File: config.mk
export PLATFORM = sky130hd
export DESIGN_NAME = client_frame_stream_deframer
export DESIGN_NICKNAME = d
export VERILOG_FILES = /design/src/hw/rtl/cfsd_pkg.sv /design/src/hw/rtl/cfsd_parser.sv /design/src/hw/rtl/cfsd_outbuf.sv /design/src/hw/rtl/client_frame_stream_deframer.sv
export SDC_FILE = /design/constraint.sdc
export NUM_CORES = 2
export LEC_CHECK = 0
export BUFFER_PORTS_ARGS = -buffer_cell sky130_fd_sc_hd__buf_2
export CAP_MARGIN = 25
export CORE_MARGIN = 2
export CORE_UTILIZATION = 45
export DETAILED_ROUTE_END_ITERATION = 6
export MAX_ROUTING_LAYER = met4
export PLACE_DENSITY = 0.72
export SYNTH_ARGS = -nofsm -noshare
export SYNTH_HDL_FRONTEND = slang
export SYNTH_SLANG_ARGS = --single-unit
export TNS_END_PERCENT = 30
File: constraint.sdc
create_clock -name clk_i -period 61.8 [get_ports clk_i]
set_input_delay 12.36 -clock clk_i [delete_from_list [all_inputs] [get_ports clk_i]]
set_output_delay 12.36 -clock clk_i [all_outputs]
set_load 0.005 [all_outputs]
File: src/hw/rtl/cfsd_pkg.sv
package cfsd_pkg;

  // Frame header layout, in bytes from the start of the header.
  localparam logic [31:0] FrameMagic      = 32'h4353_4631;
  localparam logic [31:0] FrameVersion    = 32'd1;
  localparam int unsigned HeaderBytes     = 60;
  localparam logic [5:0]  MagicLastIdx    = 6'd3;
  localparam logic [5:0]  WideStartIdx    = 6'd8;
  localparam logic [5:0]  TailStartIdx    = 6'd48;
  localparam logic [5:0]  LengthStartIdx  = 6'd56;
  localparam logic [5:0]  HeaderLastIdx   = 6'(HeaderBytes - 1);
  localparam int unsigned NumWideWords    = 5;
  localparam int unsigned NumNarrowWords  = 4;
  localparam logic [31:0] MaxPayloadReset = 32'd65536;

  // Request codes on the input channel.
  localparam logic ReqByte  = 1'b0;
  localparam logic ReqClear = 1'b1;

  // Result kinds.
  typedef enum logic [2:0] {
    KIND_HEADER      = 3'd0,
    KIND_PAYLOAD     = 3'd1,
    KIND_BAD_MAGIC   = 3'd2,
    KIND_BAD_VERSION = 3'd3,
    KIND_TOO_LARGE   = 3'd4
  } kind_e;

  // Parser phase, one-hot.
  typedef enum logic [2:0] {
    PH_HEADER  = 3'b001,
    PH_PAYLOAD = 3'b010,
    PH_ERROR   = 3'b100
  } phase_e;

  // One result beat.
  typedef struct packed {
    kind_e       kind;
    logic [63:0] account_id;
    logic [63:0] role_id;
    logic [63:0] zone_id;
    logic [63:0] session_id;
    logic [63:0] sequence_number;
    logic [31:0] route_svc;
    logic [31:0] route_op;
    logic [31:0] payload_length;
    logic [7:0]  payload_byte;
    logic        frame_last;
  } result_t;

endpackage

File: src/hw/rtl/cfsd_parser.sv
module cfsd_parser
  import cfsd_pkg::*;
(
  input  logic        clk_i,
  input  logic        rst_ni,
  input  logic        accept_i,
  input  logic        req_type_i,
  input  logic [7:0]  data_byte_i,
  input  logic [31:0] max_payload_i,
  output logic        res_valid_o,
  output result_t     res_o
);

  phase_e      phase_q, phase_d;
  logic [5:0]  count_q, count_d;
  logic [63:0] wide_q   [NumWideWords];
  logic [63:0] wide_d   [NumWideWords];
  logic [31:0] narrow_q [NumNarrowWords];
  logic [31:0] narrow_d [NumNarrowWords];
  logic [31:0] remain_q, remain_d;

  logic [5:0]  wide_off;
  logic [2:0]  wide_idx;
  logic [1:0]  narrow_idx;
  logic        in_head, in_wide, in_tail;
  logic [31:0] magic_new;
  logic [31:0] length_new;

  // Decode where the current header byte lands.
  assign in_head    = count_q < WideStartIdx;
  assign in_wide    = !in_head && (count_q < TailStartIdx);
  assign in_tail    = !in_head && !in_wide && (count_q < LengthStartIdx);
  assign wide_off   = count_q - WideStartIdx;
  assign wide_idx   = wide_off[5:3];
  assign narrow_idx = {in_tail, count_q[2]};
  assign magic_new  = {narrow_q[0][23:0], data_byte_i};
  assign length_new = {remain_q[23:0], data_byte_i};

  // Next-state and result logic for one beat.
  always_comb begin
    phase_d     = phase_q;
    count_d     = count_q;
    remain_d    = remain_q;
    wide_d      = wide_q;
    narrow_d    = narrow_q;
    res_valid_o = 1'b0;
    res_o       = '0;

    if (accept_i && (req_type_i == ReqClear)) begin
      phase_d  = PH_HEADER;
      count_d  = '0;
      remain_d = '0;
      for (int k = 0; k < NumWideWords; k++) begin
        wide_d[k] = '0;
      end
      for (int k = 0; k < NumNarrowWords; k++) begin
        narrow_d[k] = '0;
      end
    end else if (accept_i) begin
      case (phase_q)
        PH_HEADER: begin
          // Shift the byte into the word it belongs to.
          for (int k = 0; k < NumWideWords; k++) begin
            if (in_wide && (wide_idx == 3'(k))) begin
              wide_d[k] = {wide_q[k][55:0], data_byte_i};
            end
          end
          for (int k = 0; k < NumNarrowWords; k++) begin
            if ((in_head || in_tail) && (narrow_idx == 2'(k))) begin
              narrow_d[k] = {narrow_q[k][23:0], data_byte_i};
            end
          end
          if (!in_head && !in_wide && !in_tail) begin
            remain_d = length_new;
          end
          count_d = count_q + 6'd1;

          if (count_q == MagicLastIdx) begin
            if (magic_new != FrameMagic) begin
              res_valid_o      = 1'b1;
              res_o.kind       = KIND_BAD_MAGIC;
              res_o.frame_last = 1'b1;
              phase_d          = PH_ERROR;
            end
          end else if (count_q == HeaderLastIdx) begin
            res_valid_o = 1'b1;
            if (narrow_q[1] != FrameVersion) begin
              res_o.kind       = KIND_BAD_VERSION;
              res_o.frame_last = 1'b1;
              phase_d          = PH_ERROR;
            end else if (length_new > max_payload_i) begin
              res_o.kind       = KIND_TOO_LARGE;
              res_o.frame_last = 1'b1;
              phase_d          = PH_ERROR;
            end else begin
              res_o.kind            = KIND_HEADER;
              res_o.account_id      = wide_q[0];
              res_o.role_id         = wide_q[1];
              res_o.zone_id         = wide_q[2];
              res_o.session_id      = wide_q[3];
              res_o.sequence_number = wide_q[4];
              res_o.route_svc       = narrow_q[2];
              res_o.route_op        = narrow_q[3];
              res_o.payload_length  = length_new;
              res_o.frame_last      = (length_new == '0);
              count_d               = '0;
              phase_d               = (length_new == '0) ? PH_HEADER : PH_PAYLOAD;
            end
          end
        end
        PH_PAYLOAD: begin
          // Pass the byte on and count down the payload.
          remain_d           = remain_q - 32'd1;
          res_valid_o        = 1'b1;
          res_o.kind         = KIND_PAYLOAD;
          res_o.payload_byte = data_byte_i;
          res_o.frame_last   = (remain_d == '0);
          if (remain_d == '0) begin
            phase_d = PH_HEADER;
            count_d = '0;
          end
        end
        default: begin
          // Error phase drops bytes until a clear beat.
        end
      endcase
    end
  end

  // Parser state registers.
  always_ff @(posedge clk_i or negedge rst_ni) begin
    if (!rst_ni) begin
      phase_q  <= PH_HEADER;
      count_q  <= '0;
      remain_q <= '0;
      for (int k = 0; k < NumWideWords; k++) begin
        wide_q[k] <= '0;
      end
      for (int k = 0; k < NumNarrowWords; k++) begin
        narrow_q[k] <= '0;
      end
    end else begin
      phase_q  <= phase_d;
      count_q  <= count_d;
      remain_q <= remain_d;
      wide_q   <= wide_d;
      narrow_q <= narrow_d;
    end
  end

endmodule

File: src/hw/rtl/cfsd_outbuf.sv
module cfsd_outbuf
  import cfsd_pkg::*;
(
  input  logic    clk_i,
  input  logic    rst_ni,
  input  logic    push_i,
  input  result_t push_data_i,
  output logic    full_o,
  output logic    out_valid_o,
  input  logic    out_stall_i,
  output result_t out_data_o
);

  logic    main_valid_q, skid_valid_q;
  result_t main_q, skid_q;
  logic    out_fire;

  assign out_fire    = main_valid_q && !out_stall_i;
  assign full_o      = skid_valid_q;
  assign out_valid_o = main_valid_q;
  assign out_data_o  = main_q;

  // Valid flags of the output register and the skid stage.
  always_ff @(posedge clk_i or negedge rst_ni) begin
    if (!rst_ni) begin
      main_valid_q <= 1'b0;
      skid_valid_q <= 1'b0;
    end else if (skid_valid_q) begin
      if (out_fire) begin
        skid_valid_q <= 1'b0;
      end
    end else if (push_i) begin
      if (main_valid_q && !out_fire) begin
        skid_valid_q <= 1'b1;
      end else begin
        main_valid_q <= 1'b1;
      end
    end else if (out_fire) begin
      main_valid_q <= 1'b0;
    end
  end

  // Result data; no reset needed.
  always_ff @(posedge clk_i) begin
    if (skid_valid_q) begin
      if (out_fire) begin
        main_q <= skid_q;
      end
    end else if (push_i) begin
      if (main_valid_q && !out_fire) begin
        skid_q <= push_data_i;
      end else begin
        main_q <= push_data_i;
      end
    end
  end

endmodule

File: src/hw/rtl/client_frame_stream_deframer.sv
// Length-prefixed frame deframer for a client byte stream.
// Input channel: one beat per stream byte (req_type_i = 0) or a clear beat
// (req_type_i = 1) that returns the parser to the start of a header and
// leaves the error state. A beat is taken when in_valid_i is high and
// in_stall_o is low. Each frame starts with a 60-byte big-endian header:
// magic, version, five 64-bit ids, route service, route method and payload
// length; the payload bytes follow.
// Output channel: a header beat per good header, one beat per payload byte,
// or one error beat (bad magic at header byte 4, bad version or oversize
// length at byte 60), after which bytes are dropped until a clear beat.
// frame_last_o marks the final beat of a frame and every error beat.
// Results are registered; one beat is taken per cycle while in_stall_o is
// low, set by the single parser stage. A two-entry output buffer lets the
// block take one more beat while the receiver stalls; in_stall_o rises
// only when both entries hold. Configuration: max_payload_bytes is written
// through cfg_valid_i / cfg_data_i; the user must write it only while the
// block is idle, which the block does not enforce. Reset sets it to 65536
// and puts the parser at the start of a header with no output pending.
module client_frame_stream_deframer
  import cfsd_pkg::*;
(
  input  logic        clk_i,
  input  logic        rst_ni,
  input  logic        in_valid_i,
  output logic        in_stall_o,
  input  logic        req_type_i,
  input  logic [7:0]  data_byte_i,
  output logic        out_valid_o,
  input  logic        out_stall_i,
  output logic [2:0]  kind_o,
  output logic [63:0] account_id_o,
  output logic [63:0] role_id_o,
  output logic [63:0] zone_id_o,
  output logic [63:0] session_id_o,
  output logic [63:0] sequence_number_o,
  output logic [31:0] route_svc_o,
  output logic [31:0] route_op_o,
  output logic [31:0] payload_length_o,
  output logic [7:0]  payload_byte_o,
  output logic        frame_last_o,
  input  logic        cfg_valid_i,
  output logic        cfg_ready_o,
  input  logic [31:0] cfg_data_i
);

  logic [31:0] max_payload_q;
  logic        in_accept;
  logic        res_valid;
  result_t     res;
  result_t     out_data;

  assign in_accept   = in_valid_i && !in_stall_o;
  assign cfg_ready_o = 1'b1;

  // Payload length limit register.
  always_ff @(posedge clk_i or negedge rst_ni) begin
    if (!rst_ni) begin
      max_payload_q <= MaxPayloadReset;
    end else if (cfg_valid_i && cfg_ready_o) begin
      max_payload_q <= cfg_data_i;
    end
  end

  cfsd_parser u_parser (
    .clk_i         (clk_i),
    .rst_ni        (rst_ni),
    .accept_i      (in_accept),
    .req_type_i    (req_type_i),
    .data_byte_i   (data_byte_i),
    .max_payload_i (max_payload_q),
    .res_valid_o   (res_valid),
    .res_o         (res)
  );

  cfsd_outbuf u_outbuf (
    .clk_i       (clk_i),
    .rst_ni      (rst_ni),
    .push_i      (res_valid),
    .push_data_i (res),
    .full_o      (in_stall_o),
    .out_valid_o (out_valid_o),
    .out_stall_i (out_stall_i),
    .out_data_o  (out_data)
  );

  // Unpack the result beat onto the field ports.
  assign kind_o            = out_data.kind;
  assign account_id_o      = out_data.account_id;
  assign role_id_o         = out_data.role_id;
  assign zone_id_o         = out_data.zone_id;
  assign session_id_o      = out_data.session_id;
  assign sequence_number_o = out_data.sequence_number;
  assign route_svc_o       = out_data.route_svc;
  assign route_op_o        = out_data.route_op;
  assign payload_length_o  = out_data.payload_length;
  assign payload_byte_o    = out_data.payload_byte;
  assign frame_last_o      = out_data.frame_last;

  // The skid entry only fills while the output register holds a beat.
  a_stall_needs_output: assert property (
    @(posedge clk_i) disable iff (!rst_ni) in_stall_o |-> out_valid_o
  ) else $error("input stalled with an empty output register");

  // Every error beat closes its frame.
  a_error_is_last: assert property (
    @(posedge clk_i) disable iff (!rst_ni)
      out_valid_o && (kind_o == KIND_BAD_MAGIC || kind_o == KIND_BAD_VERSION ||
                      kind_o == KIND_TOO_LARGE) |-> frame_last_o
  ) else $error("error beat without frame_last");

  // Only header beats carry header fields.
  a_header_fields_zero: assert property (
    @(posedge clk_i) disable iff (!rst_ni)
      out_valid_o && (kind_o != KIND_HEADER) |->
        (payload_length_o == '0) && (account_id_o == '0)
  ) else $error("header fields set on a non-header beat");

  // A header beat marked last announces an empty payload.
  a_payload_last_only_end: assert property (
    @(posedge clk_i) disable iff (!rst_ni)
      out_valid_o && (kind_o == KIND_HEADER) && frame_last_o |->
        (payload_length_o == '0)
  ) else $error("header beat marked last with a nonempty payload");

endmodule

; ---- Word level (Yosys, flattened, before mapping)
; Index checks and enable logic that the tools add are counted.
[classes]
add_sub_neg = 3
multipliers = 0
div = 0
magnitude_cmp = 4
n_eq_ne = 20
shifts = 0
mux = 72
bitwise_logic = 1
reduce_logical = 57
[ops]
columns = cell, count
row1 = 428-bit 2-to-1 mux, 6
row2 = 416-bit 2-to-1 mux, 4
row3 = 320-bit 2-to-1 mux, 3
row4 = 419-bit 2-to-1 mux, 1
row5 = 120-bit 2-to-1 mux, 3
row6 = 64-bit 2-to-1 mux, 5
row7 = 32-bit 2-to-1 mux, 6
row8 = 32-bit logical NOT, 2
row9 = 32-bit case mux with 2 select lines, 1
row10 = 6-bit 2-to-1 mux, 7
row11 = 3-bit AND reduction, 14
row12 = 3-bit 2-to-1 mux, 11
row13 = 32-bit greater-than comparator, 1
row14 = "32-bit by 1-bit inequality test with 1-bit output, second input constant", 1
row15 = "32-bit by 31-bit inequality test with 1-bit output, second input constant", 1
row16 = "32-bit by 1-bit subtractor with 32-bit output, second input constant", 1
row17 = 2-bit nonzero test, 13
row18 = 24-bit 2-to-1 mux, 1
row19 = 1-bit logical AND, 17
row20 = 1-bit 2-to-1 mux, 16
row21 = "6-bit less-than comparator, second input constant", 2
row22 = 3-bit case mux with 2 select lines, 2
row23 = 6-bit case mux with 2 select lines, 1
row24 = "3-bit by 2-bit equality test with 1-bit output, second input constant", 3
row25 = other kinds (24), 35
[totals]
reg_bits = 1371
latch_bits = 0
ramBits = 0
romBits = 0
in_bits = 46
out_inout_bits = 431
mem_count = 0

; ---- Logic depth before layout (Yosys ltp)
[depth]
depth_word = 12
depth_mapped = 13
depth_no_buf = 10

; ---- Cells and area by module
; Synthesis repeated with hierarchy kept, for this count alone.
[unflattened]
cells_unflattened = 4046
area_unflattened_um2 = 57472.6
[by_module_without_submodules]
columns = mod, n_inst, cells_each, area_per_inst_um2, seq_area_each_um2
row1 = cfsd_outbuf, 1, 1344, 32605.0, 25754.7
row2 = cfsd_parser, 1, 2631, 23503.8, 12037.8
row3 = client_frame_stream_deframer, 1, 71, 1363.8, 802.0

; ---- Worst setup path after synthesis
; OpenSTA, ideal clock, no wires.
[synth_path]
path_type = input to register
startpoint = in in_valid_i
endpoint = reg u_outbuf.main_q (netlist bit u_outbuf.out_data_o[0]), enable pin
setup_time_ps = 1423
t_arrival_ps = 35233
required_ps = 60377
setup_slack_ps = 25144
stages = 8
n_path_buf = 1
path_cell_list = nor2b_1 nor2b_1 and2_1 nand2_1 clkbuf_1 and3_1 a21oi_1 a2bb2oi_1
[synth_via]
elab_chain_len = 5
elab_cells_between_ends = 6
classes_between = mux (2) / reduce/logical (4)
[synth_lines]
columns = element, line
row1 = "start, declared", client_frame_stream_deframer.sv:24  ; input logic in_valid_i,
row2 = 1-bit logical AND (*), client_frame_stream_deframer.sv:52  ; assign in_accept = in_valid_i && !in_stall_o;
row3 = 1-bit 2-to-1 mux or 1-bit logical AND (tied branches), "cfsd_parser.sv:59, cfsd_parser.sv:49"
row4 = 1-bit 2-to-1 mux (*), cfsd_parser.sv:49  ; if (accept_i && (req_type_i == ReqClear)) begin
row5 = 2-bit nonzero test (no line) (*), n/a
row6 = 3-bit AND reduction (no line) (*), n/a
row7 = "end signal, assigned", cfsd_outbuf.sv:47  ; main_q <= skid_q;
row8 = "end signal, assigned", cfsd_outbuf.sv:53  ; main_q <= push_data_i;
row9 = "end, declared", cfsd_outbuf.sv:15  ; result_t main_q, skid_q;
; Mark *: on every way between the ends. The rest lies on a longest branch, timed or not.
; A chain may end at the register's enable or synchronous reset.

; ---- Final worst setup path
[layout_path]
startpoint = in in_valid_i
endpoint = reg u_outbuf.skid_q[229] in the netlist's numbering, enable pin
[layout_via]
elab_chain_len = 4
elab_cells_between_ends = 5
classes_between = mux (2) / reduce/logical (3)
[layout_lines]
columns = element, line
row1 = 1-bit logical AND (*), client_frame_stream_deframer.sv:52
row2 = 1-bit 2-to-1 mux or 1-bit logical AND (tied branches), "cfsd_parser.sv:59, cfsd_parser.sv:49"
row3 = 1-bit 2-to-1 mux (*), cfsd_parser.sv:49
row4 = 3-bit AND reduction (no line) (*), n/a
row5 = "end signal, assigned", cfsd_outbuf.sv:51  ; skid_q <= push_data_i;
row6 = "end, declared", cfsd_outbuf.sv:15
; Marked as above.

==> summary.md <==
| Metric | Value |
|---|---|
| Post-DRT Antenna Nets | 0 |
| Endpoints failing setup | 0 |
| CP Max Fanout | 69 |
| Critical Path RT | 62.19 ns |
| Post-CTS setup buffers | 0 |
| FF-to-FF path depth | 10 |
| Synthesized netlist cell count | 4383 |
| Fill cells | 10200 |
| Simple-gate share of the synthesized area | 13.3% |
| Post-synthesis mux area share | 0.0410% |
| Peak supply drop | 0.0280 mV |
| Critical path class | in -> reg |
| Leakage | 25.5 nW |
| Critical path endpoint category | register |
| Sequential element share of the synthesized area | 70.2% |
| Power Total | 2.18 mW |
| Most area-consuming cells after synthesis | edfxtp_1 47%, dfrtp_1 23%, a22o_1 6.6% |
| DR WL met3 | 8.42 mm |
| Area of the multi-input gates | 15000 µm² |
| Post-CTS Hold Fix Bufs | 0 |
| Setup TNS | 0 ns |
| Fin cells | 6491 |
| Slowest stage delay, CP | 0.87 ns |
| CTS tree | done |
| Vias | 35200 |
| Seq cells post-synth | 1371 |
| Clock slew at reported path FFs | 0.06 ns |
| Unique masters post-synth | 72 |
| CP dominant cell by count | buf_4 |
| Final hold viol count | 0 |
| Setup crit start kind | primary input |
| Post-DR vias/cell | 5.43 |
| Worst setup margin | 44.57 ns |
| Syn-to-layout area delta | 16.0% |
| Largest net degree at the start of global routing | 221 |
| Cts bufs inserted | 144 |
| Die width | 354 µm |
| Drt total wl | 135 mm |
| M1 WL | 58.6 mm |
| Slew @ Worst Pin | 1.27 ns |
| Met2 Wirelength | 63.9 mm |
| Synth area leader | edfxtp_1 |
| Fin nets | 4822 |
| Worst EP arrival | 17.62 ns |
| Starting DRC count in detailed routing | 3633 |
| Hold/Removal Path Class | reg -> reg |
| RSZ-0062 raised after global routing | false |
| Largest family of logic cells by synthesized area | simple AND/OR/NAND/NOR gates |
| Die H | 354 µm |
| IO Port Bufs | 475 |
| Initial antenna violation count | 13 |
| Row cnt | 128 |
| Number of flops mapped to enable cells by yosys | 856 |
| Synthesized area | 55000 µm² |
| Reg2reg end | u_outbuf.skid_q[229]$_DFFE_PP_ |
| Area fraction of the dominant cell type after synthesis | 46.8% |
| Initial Util | 45.2% |
| Core area | 122000 µm² |
| First-pass GRT wire length | 206 mm |
| Commonest register cell after synthesis | edfxtp_1 |
| Worst setup startpoint | in_valid_i |
| Congestion Overflow GR | 0 |
| Max_cap viols | 0 |
| Post-synthesis compound-gate area fraction | 12.8% |
| Clock Path Buffers | 3 |
| CP endpoint | u_outbuf.skid_q[229]$_DFFE_PP_ |
| Sw power | 559 µW |
| Placed cells | 6213 |
| Tmin final | 17.23 ns |
| DRC Markers | 0 |
| Cts repair resizes | 0 |
| Die footprint | 125000 µm² |
| Hold Slack | 0.481 ns |
| Post-Synth Adder-Cell Area | 0.819% |
| Status | complete, no violations |
| Share of layout cells above drive strength 1 | 16.2% |
| Slowest-stage cell, CP | buf_4 |
| Vias in the first global route | 33700 |
| Max Freq | 58.0 MHz |
| CTS Sinks | 1371 |
| Routed length per placed instance | 20.8 µm |
| Post-synthesis xor/xnor area fraction | 0.0796% |
| Clk network pwr share | 41.2% |
| Reg area | 38600 µm² |
| Setup WS pre-CTS | 43.55 ns |
| Rel. slew slack | 15.1% |
| Pint | 1.62 mW |
| Top-count cell post-synth | nand2_1 |
| RePlAce Congestion | 0.872 |
| Power density over cell area | 34.1 nW/µm² |
| Sw Ratio | 25.7% |
| CTS root buf | clkbuf_16 |
| Clock Skew | 0.0394 ns |
| Combinational power share | 8.6% |
| Highest routed layer | met4 |
| GRT Util Overall | 21.9% |
| Seq pwr share | 50.2% |
| Synth warn | 0 |
| CTS H-Tree Depth | 4 |
| DR pass1 iterations | 6 |
| Top post-synthesis cells by count | 899 x nand2_1, 856 x edfxtp_1, 513 x dfrtp_1, 513 x o21ai_0, 415 x a22o_1 |
| Reg-to-Reg Start | u_outbuf.full_o$_DFF_PN0_ |
| Mapped Avg Cell Area | 12.5 µm² |
| R2R Setup Slk | 55.48 ns |
| Clock latency at the later pin of the worst-skew pair | 0.79 ns |
| Syn Nets | 4465 |
| Final HPWL DP | 81.3 mm |
| Fin. max-slew vios | 0 |
| Io pins | 477 |
| Crit path cell chain | buf_2 > nor2b_1 > nor2b_1 > and2_1 > nand2_1 > and3_1 > nor2_4 > buf_4 > buf_16 > buf_4 > buf_4 |
| Fraction of registers with async set/reset | 37.6% |
| Final period util | 27.9% |
-- state kept, by name, summed over array words and instances (netlist names), 3 cells and up --
signal and count:
max_payload_q 32, u_outbuf.out_data_o 428, u_outbuf.skid_q 428, u_parser.count_q 6, u_parser.magic_new 24, u_parser.narrow_q 96
u_parser.phase_q 3, u_parser.remain_q 32, u_parser.wide_q 320
-- cell families (layout without fill, tap and decap cells) --
family,Yosys count,after routing
DFF,1371,1371
AOI/OAI and AO/OA,1047,1047
buffers and inverters,367,847
other,1,4
adders and majority gates,36,36
and+or+nand+nor,1554,1554
muxes,2,2
xor gates and xnor gates,5,5
-- power by group through the flow --
stage	logic, mW	clock network, mW	registers, mW
after global routing	0.214	0.951	1.10
final	0.188	0.896	1.09
after floorplan	0.149	0	1.07
after global placement	0.180	0	1.11
after detailed placement	0.187	0	1.11
after CTS	0.188	0.914	1.09
-- stage by stage --
stage	util (%)	area [µm²]
after detailed placement	48.3	58700
after CTS	52.4	63600
after floorplan	-	55000
after global placement	48.2	58600
after global routing	52.5	63800
final	52.5	63800
-- worst max-delay path, delay by kind of cell --
family / cells / cell delay, ns
buffers and inverters: 5 / 2.43
and+or+nand+nor: 6 / 2.59
-- how the worst min path moves through the flow --
| stage | endpoint | cells past startpoint | slack, ns | from |
|---|---|---|---|---|
| after floorplan | u_parser.magic_new[31]$_DFFE_PN0P_ | 2 | 0.44 | u_parser.magic_new[31]$_DFFE_PN0P_ |
| after global placement | u_parser.magic_new[28]$_DFFE_PN0P_ | 2 | 0.46 | u_parser.magic_new[28]$_DFFE_PN0P_ |
| after detailed placement | u_parser.narrow_q[94]$_DFFE_PN0P_ | 2 | 0.47 | u_parser.narrow_q[94]$_DFFE_PN0P_ |
| after CTS | u_parser.narrow_q[94]$_DFFE_PN0P_ | 2 | 0.48 | u_parser.narrow_q[94]$_DFFE_PN0P_ |
| after global routing | u_parser.magic_new[28]$_DFFE_PN0P_ | 2 | 0.51 | u_parser.magic_new[28]$_DFFE_PN0P_ |
| final | u_parser.narrow_q[94]$_DFFE_PN0P_ | 2 | 0.48 | u_parser.narrow_q[94]$_DFFE_PN0P_ |
-- layer usage --
| layer | up-vias | GRT usage, % |
|---|---|---|
| li1 | 16400 | - |
| met1 | 17500 | 29.6 |
| met2 | 1142 | 33.6 |
| met3 | 198 | 4.32 |
| met4 | 0 | 6.94 |
| met5 | - | - |
-- final cells by class --
cell class              instances  area share [%]
clock inverters                62            1.31
well taps                    1625            3.19
clock buffers                 207            6.45
diodes                          3          0.0118
inverters                      44           0.259
multi-input cells            2645            23.5
repair buffers                534            4.74
flip-flops and latches       1371            60.5
-- layout by cell type (no fill, tap or decap), types with 44 or more instances in the layout --
master	synthesis	routed
buf_2	29	474
nor2_1	57	54
nand2_1	899	898
edfxtp_1	856	856
o21ai_0	513	513
a21oi_1	46	45
and2_1	412	412
a22o_1	415	415
buf_4	22	46
inv_1	44	44
dfrtp_1	513	512
clkbuf_16	0	149
Note: power is estimated with default switching activity, not from simulation.
